[config.mk]
export PLATFORM = sky130hd
export DESIGN_NAME = sstq_cell
export DESIGN_NICKNAME = d
export VERILOG_FILES = /design/src/sstq_pkg.sv /design/src/sstq_cell.sv
export SDC_FILE = /design/constraint.sdc
export NUM_CORES = 1
export LEC_CHECK = 0
export BUFFER_PORTS_ARGS = -buffer_cell sky130_fd_sc_hd__buf_2
export CAP_MARGIN = 25
export CORE_MARGIN = 4
export CORE_UTILIZATION = 50
export DETAILED_ROUTE_END_ITERATION = 12
export GPL_TIMING_DRIVEN = 0
export PLACE_DENSITY_LB_ADDON = 0.15
export SLEW_MARGIN = 10
export SYNTH_ARGS = -nofsm -noshare
export SYNTH_HDL_FRONTEND = slang
export SYNTH_SLANG_ARGS = --single-unit
[constraint.sdc]
create_clock -name clk -period 5.5 [get_ports clk]
set_input_delay 1.1 -clock clk [delete_from_list [all_inputs] [get_ports clk]]
set_output_delay 1.1 -clock clk [all_outputs]
set_load 0.1 [all_outputs]
[src/sstq_pkg.sv]
`default_nettype none

package sstq_pkg;

    localparam int MAX_ENTRIES_DEF = 1024;
    localparam int VALUE_W = 32;
    localparam int POS_W = 11;

    localparam logic [1:0] OP_LOAD = 2'd0;
    localparam logic [1:0] OP_QUERY = 2'd1;
    localparam logic [1:0] OP_CLEAR = 2'd2;

    typedef struct packed {
        logic [1:0]                opcode;
        logic signed [VALUE_W-1:0] load_value;
        logic signed [VALUE_W-1:0] low_key;
        logic signed [VALUE_W-1:0] high_key;
    } in_word_t;

    typedef struct packed {
        logic             low_found;
        logic [POS_W-1:0] low_position;
        logic             high_found;
        logic [POS_W-1:0] high_position;
        logic [POS_W-1:0] distinct_in_range;
    } out_word_t;

    typedef struct packed {
        logic lt_low;
        logic lt_high;
        logic eq_low;
        logic eq_high;
        logic new_distinct;
    } cell_flags_t;

endpackage

`default_nettype wire

[src/sstq_cell.sv]
`default_nettype none

module sstq_cell
(
    input  wire logic                                 clk,
    input  wire logic                                 head,
    input  wire logic                                 occupied,
    input  wire logic                                 open_slot,
    input  wire logic                                 load_en,
    input  wire logic signed [sstq_pkg::VALUE_W-1:0]  load_value,
    input  wire logic signed [sstq_pkg::VALUE_W-1:0]  left_value,
    input  wire logic                                 left_shift,
    input  wire logic                                 capture,
    input  wire logic signed [sstq_pkg::VALUE_W-1:0]  key_low,
    input  wire logic signed [sstq_pkg::VALUE_W-1:0]  key_high,
    output logic signed [sstq_pkg::VALUE_W-1:0]       value,
    output logic                                      shift,
    output sstq_pkg::cell_flags_t                     flags
);

    logic signed [sstq_pkg::VALUE_W-1:0] value_reg;
    sstq_pkg::cell_flags_t               flags_reg;
    sstq_pkg::cell_flags_t               flags_next;

    assign shift = occupied && (value_reg > load_value);
    assign value = value_reg;
    assign flags = flags_reg;

    always_comb
    begin
        flags_next.lt_low = occupied && (value_reg < key_low);
        flags_next.lt_high = occupied && (value_reg < key_high);
        flags_next.eq_low = occupied && (value_reg == key_low);
        flags_next.eq_high = occupied && (value_reg == key_high);
        flags_next.new_distinct = occupied && !(value_reg < key_low)
            && (value_reg < key_high) && (head || (value_reg != left_value));
    end

    always_ff @(posedge clk)
    begin
        if (load_en && (shift || open_slot))
        begin
            value_reg <= left_shift ? left_value : load_value;
        end
        if (capture)
        begin
            flags_reg <= flags_next;
        end
    end

endmodule

`default_nettype wire

* Yosys cells after proc, flatten, opt, wreduce, memory -nomap -nowiden
Index checks and enable logic that the tools add are counted. Widths: inputs -> output; s select.
Operators by class: reductions and logical operators 12, muxes and demuxes 1, equal/unequal tests 3, $lt $le $gt $ge 3
Operator list (count):
- $eq 32x32->1 | 2
- $lt 32x32->1 | 2
- $gt 32x32->1 | 1
- $mux 32 | 1
- $ne 32x32->1 | 1
- $logic_and 1x1->1 | 9
- $logic_or 1x1->1 | 2
- $logic_not 1->1 | 1
Word-level totals: word-level logic and storage cells 25, output and inout port bits 38, input port bits 135, register bits 37

* Longest topological paths before layout
Gate-level depths: netlist of the first run.
depth after elaboration 5, depth in mapped cells 9, mapped depth without buffers 9

* Least setup slack after synthesis of the first run
No wires, ideal clock.
path type input-to-reg, start input load_value[23] (netlist name), end register value_reg, in the netlist value[0], enable pin, stages 9, slack 0.962 ns, buffers on the path 0, data arrival time 4.097 ns, data required time 5.059 ns, setup time 0.441 ns, cells stage by stage inv_1 ha_1 a21oi_1 o21ai_0 nand2b_1 a31oi_1 a2111oi_0 nand4b_1 a31oi_1
On the way: cells in the longest elaborated chain, start to end 4
Ends and longest elaborated chain:
- from (decl) | line sstq_cell.sv:10 | input wire logic signed [sstq_pkg::VALUE_W-1:0] load_value,
- $gt 32x32->1 | line sstq_cell.sv:25 | assign shift = occupied && (value_reg > load_value);
- $logic_and 1x1->1 | line sstq_cell.sv:25
- $logic_or 1x1->1 | line sstq_cell.sv:41 | if (load_en && (shift || open_slot))
- $logic_and 1x1->1 | line sstq_cell.sv:41
- to (signal assigned) | line sstq_cell.sv:43 | value_reg <= left_shift ? left_value : load_value;
- to (decl) | line sstq_cell.sv:21 | logic signed [sstq_pkg::VALUE_W-1:0] value_reg;
Every way passes these cells. A chain may end at the register's enable or synchronous reset.

* Worst setup path after layout of the first run
start input load_value[23] (netlist name), end output shift
On the way: cells in the longest elaborated chain, start to end 2
Ends and longest elaborated chain:
- $gt 32x32->1 | line sstq_cell.sv:25
- $logic_and 1x1->1 | line sstq_cell.sv:25
- to (decl) | line sstq_cell.sv:17 | output logic shift,
Every way passes these cells.

==> results by group, run 1 <==
Critical path
  • Flop2flop setup slack: 2.15 ns
  • Crit path kind: primary input to output pin
  • Worst Setup End Kind: output pin
  • Worst Path Buf+Inv: 3
  • FF-to-FF Start: value[21]
  • Slowest stage delay, CP: 0.61 ns
  • CP most frequent cell: buf_2
  • Required @ worst endpoint: 4.40 ns
  • CP Cell Sequence: buf_2 -> inv_1 -> ha_1 -> a21oi_1 -> o21ai_0 -> nand2b_1 -> a31oi_1 -> a2111oi_0 -> nand4b_1 -> nand2_1 -> buf_2
  • R2R depth: 9
  • CP Launch Type: primary input
  • Worst Path Arrival: between 3 and 4 ns
  • CP delay by family, top: compound AO/OA/AOI/OAI gates
  • Reg2Reg Capture Point: value[25]
  • Max FO, Critical Path: 3
  • Crit-path slowest cell: a2111oi_0

Yosys
  • Syn. warnings: 0
  • Async SR Flop Fraction: 0
  • Yosys reg bits: 37
  • Sequential share of the synthesized area: 0.261
  • Main flop type after synthesis: edfxtp_1
  • Syn_nets: roughly 730
  • Post-Syn Area per Cell: 8.45 um2
  • Post-synth EDFFs: 37
  • Top cell type's share of synthesized area: 0.283
  • Synthesized instance count: around 500
  • Largest cells by area after synthesis: ha_1 28%, edfxtp_1 26%, inv_1 8.6%
  • Mapped cell area: 4250 um2
  • Post-synth top area cell: ha_1
  • Yosys cell types: 36
  • Count leader, synth: inv_1
  • Commonest cells post-synth: 97 x inv_1, 96 x ha_1, 50 x nand2_1

Power and ir drop
  • PwrDens: ~190 nW/um2
  • Tot Pwr: 1040 uW
  • Static leakage power: 0.00291 uW
  • Seq pwr share: 0.357
  • Sw power: 457 uW
  • Clock group share of total power: 0.182
  • Max IR drop VDD: 0.103 mV
  • Internal cell power: 582 uW
  • Logic gate share of total power: 0.461
  • Sw Share: 0.440

Floorplan
  • Initial Utilization: 0.515
  • Core area: about 8300 um2
  • Die Span Y: 100 um
  • # IOs: roughly 170
  • # rows: 33
  • Die ar.: between 10000 and 15000 um2
  • Die W: 100 um

Timing
  • Final setup violation count: 0
  • Slew Limit Fails: 0
  • Final WS setup: 0.971 ns
  • F_max: about 220 MHz
  • RSZ-0062 raised after global routing: no
  • Crit share post-route: 0.823
  • Tightest Pin Transition: between 0.6 and 0.7 ns
  • Slew HR: 0.562
  • Final hold vios: 0
  • Final worst path period need: 4.53 ns
  • Layout Skew: ~0.013 ns

GRT
  • First-pass GRT wire length: approximately 20000 um
  • Gr ovfl total: 0
  • All-layer global routing usage: 0.247
  • Largest net degree at the start of global routing: 23
  • Number of global-route vias before repair: 4318
  • Initial antenna violation count: 0

Clocking
  • CTS sink cnt: 37
  • Worst skew pair latency: 0.30 ns
  • CTS tree: yes
  • Clock slew at the register clock pins of the worst setup and hold paths: approximately 0.080 ns
  • Setup bufs post-CTS: 0
  • Post-CTS sizing: 0
  • CTS H-tree lvls: 2
  • CTS root buf: clkbuf_8
  • Clock tree buffer depth: 2
  • Num CTS Buffers: 5
  • Hold_buf cts: 0

Drt
  • Drt initial violations: 176
  • WL final: roughly 13000 um
  • Drt pass-1 iters: 5
  • DR DRC count: 0
  • Drt wl/cell: 16.1 um
  • Routed Antenna Nets: 0
  • Via count: between 4k and 5k
  • Routed vias/inst: 5.36

Final layout
  • Non-filler instance count after layout: 787
  • Layout cells sized above 1: 0.264
  • Max reg flops: 32
  • Ant. Diodes: 0
  • Fin nets: around 910
  • Area delta synth->final: 26.1%

Place
  • DP Wirelength: between 10000 and 15000 um
  • PortBufs: ~170
  • RePlAce Congestion: around 0.84
  • Placed cells: 780
  • Place WS: 0.997 ns

Run status
  • Outcome: completed

Worst hold path
  • Cells on Worst Hold Path: 3
  • WHS Endpoint: flags[2]
  • Hold Path Class: flop to flop
  • Hold path start: value[24]

Run
  • Max Cap Viol: 0
==> power by group through the flow <==
stage | sequential (uW) | clock [uW] | combinational [uW]
2_1_floorplan | 510 | 0 | 197
4_1_cts | 371 | 187 | 479
3_5_place_dp | 377 | 0 | 476
3_3_place_gp | 379 | 0 | 457
5_1_grt | 375 | 200 | 525
6_report | 371 | 189 | 479
==> cell families after synthesis <==
kind of cell / after synthesis / share of synthesized area
compound gates: 110 / 0.150
xor+xnor: 33 / 0.0680
fa+ha+maj: 96 / 0.283
buf+inv: 104 / 0.0918
flops: 37 / 0.261
mux: 1 / 0.00265
simple gates: 122 / 0.144
==> worst min-delay path, stage by stage, from the launching register on <==
cell and delay [ns]:
edfxtp_1 0.47, ha_1 0.29, nand3_1 0.08, nor3_1 0.05
==> per-stage QoR <==
| step | utilization | TNS, ns | instance area (um2) | hold slack (ns) |
|---|---|---|---|---|
| after floorplan | - | 0 | 4250 | 1.21 |
| after global placement | 0.634 | -7.37 | 5240 | 1.01 |
| after detailed placement | 0.640 | 0 | 5280 | 1.05 |
| after CTS | 0.649 | 0 | 5360 | 1.06 |
| after global routing | 0.649 | 0 | 5360 | 1.08 |
| final | 0.649 | 0 | 5360 | 1.04 |
==> worst max path at each step <==
stage | startpoint | endpoint | slack, ns | depth (start not counted)
floorplan | load_value[23] | value[0] | 0.96 | 9
global placement | load_value[23] | value[7] | -0.23 | 10
CTS | load_value[21] | shift | 0.99 | 11
finish | load_value[23] | shift | 0.97 | 11
detailed placement | load_value[23] | shift | 1.0 | 11
global route | load_value[23] | shift | 0.85 | 11
==> cell usage in the layout, fill, tap and decap left out, types with 2 or more instances in the layout <==
cell type,synthesis,final
a211oi_1,3,3
a21o_1,14,14
a21oi_1,33,33
a221oi_1,3,3
a31oi_1,5,4
and2_1,2,2
and4_1,3,3
buf_2,0,171
clkbuf_1,7,7
clkbuf_8,0,5
edfxtp_1,37,37
ha_1,96,96
inv_1,97,97
nand2_1,50,50
nand2b_1,2,2
nand3_1,10,10
nand4_1,22,22
nor2_1,10,10
nor2b_1,6,6
nor3_1,5,5
nor4_1,6,6
o211ai_1,3,3
o21ai_0,43,43
xnor2_1,16,16
xor2_1,17,17
==> cell type report <==
cell class | instances | area, um2
sequential | 37 | 1110
buffer | 7 | 26.3
tap | 105 | 131
clock inverter | 2 | 11.3
multi-input combinational | 362 | 2770
inverter | 97 | 364
clock buffer | 5 | 68.8
timing repair buffer | 172 | 883
fill | 753 | 2900
==> layer usage <==
layer / vias up / GRT usage / wire length [um]
li1: 2127 / - / -
met1: 1903 / 0.321 / 5520
met2: 171 / 0.426 / 5930
met3: 14 / 0.0431 / 1020
met4: 0 / 0.0560 / 161
met5: - / 0 / 0
(Power assumes the default switching activity.)
==> run 2: changes to the inputs <==
Settings changed: CORE_UTILIZATION 50 to 45.
Clock period 5.5 ns to 3.95 ns, I/O delays scaled along.
==> results by group, run 2 (synthesis gave the netlist of run 1 again) <==
Final layout
  • Fin nets: 913
  • Ant. Diodes: 0
  • Max reg flops: 32
  • Commonest non-fill, non-tap cell in the layout: buf_2
  • Area delta synth->final: 27.6%
  • Layout cells sized above 1: 0.265
  • Most frequent cells in the layout: 171 x buf_2, 97 x inv_1, 96 x ha_1
  • Non-filler instance count after layout: roughly 800

Timing
  • Crit share post-route: 0.946
  • F_max: 268 MHz
  • Final WS setup: approximately 0.21 ns
  • Layout Skew: approximately 0.014 ns
  • Final worst path period need: roughly 3.7 ns
  • RSZ-0062 raised after global routing: no
  • Slew HR: 0.487
  • Final setup violation count: 0
  • Slew Limit Fails: 0
  • Tightest Pin Transition: 0.770 ns
  • Final hold vios: 0

Run
  • Max Cap Viol: 0

Power and ir drop
  • Max IR drop VDD: 0.185 mV
  • PwrDens: 279 nW/um2
  • Static leakage power: 0.00293 uW

Critical path
  • Max FO, Critical Path: 3
  • CP Launch Type: primary input
  • Crit path kind: primary input to output pin
  • Worst Setup End Kind: output pin
  • Worst Path Arrival: 2.95 ns
  • Required @ worst endpoint: 3.16 ns
  • Flop2flop setup slack: 0.68 ns

GRT
  • Initial antenna violation count: 0
  • All-layer global routing usage: 0.224
  • Largest net degree at the start of global routing: 19
  • Number of global-route vias before repair: 4149
  • Gr ovfl total: 0
  • First-pass GRT wire length: approximately 20000 um

Clocking
  • CTS H-tree lvls: 2
  • Worst skew pair latency: 0.30 ns
  • CTS tree: yes
  • CTS sink cnt: 37
  • Clock tree buffer depth: 2
  • Setup bufs post-CTS: 0
  • Num CTS Buffers: 5
  • Hold_buf cts: 0
  • Clock slew at the register clock pins of the worst setup and hold paths: approximately 0.070 ns
  • CTS root buf: clkbuf_8
  • Post-CTS sizing: 1

Place
  • DP Wirelength: 11000 um
  • RePlAce Congestion: 0.938
  • PortBufs: 171
  • Placed cells: 804
  • Place WS: -0.0602 ns

Floorplan
  • # rows: 35
  • # IOs: roughly 170
  • Die ar.: 11100 um2
  • Die Span Y: roughly 110 um
  • Die W: between 100 and 150 um
  • Initial Utilization: 0.460
  • Core area: ~9200 um2

Drt
  • Drt initial violations: around 190
  • Routed vias/inst: 5.20
  • Routed Antenna Nets: 0
  • Via count: between 4k and 5k
  • Drt wl/cell: around 16 um
  • WL final: 12800 um
  • DR DRC count: 0
  • Drt pass-1 iters: 4

Worst hold path
  • Hold Path Class: primary input to flop

Run status
  • Outcome: completed
[run 2: critical path: stages]
cell and delay [ns]:
buf_2 0.07, inv_1 0.04, ha_1 0.30, a21oi_1 0.14, o21ai_0 0.12, nand2b_1 0.09
a31oi_1 0.08, a2111oi_2 0.47, nand4b_1 0.24, nand2_1 0.16, buf_2 0.44
[run 2: through the flow]
stage	hold slack (ns)	setup TNS (ns)	area [um2]	total power, uW	utilization
3_3_place_gp	1.02	-18.23	5280	1170	0.571
5_1_grt	0.778	0	5420	1600	0.587
6_report	0.783	0	5420	1520	0.587
2_1_floorplan	0.902	0	4260	984	-
3_5_place_dp	1.05	-0.0602	5310	1190	0.575
4_1_cts	0.777	0	5420	1520	0.586
[run 2: path summary, 6_finish.rpt]
kind,start,to,cells past startpoint
worst min-delay path,capture,flags[3],1
worst min register to register,value[24],flags[2],3
worst max-delay path,load_value[23],shift,11
worst max register to register,value[23],value[24],9
[run 2: layout make-up]
cell class / count / area (um2)
clock buffers: 6 / 72.6
plain buffers: 7 / 26.3
multi-input cells: 362 / 2770
clock inverters: 2 / 33.8
flip-flops and latches: 37 / 1110
well taps: 129 / 161
repair buffers: 172 / 883
inverters: 97 / 364
fillers: 862 / 3820
[run 2: power by group]
group / switching [uW] / internal [uW] / total, uW
clock network: 143 / 187 / 330
registers: 45.5 / 472 / 517
logic: 448 / 221 / 668
total: 636 / 879 / 1520
[run 2: routing by layer]
layer  vias to the layer above  wire length (um)  GRT usage
li1                       2125                 -          -
met1                      1940              5880      0.309
met2                       140              5850      0.360
met3                        19               779     0.0439
met4                         0               241     0.0553
met5                         -                 0          0
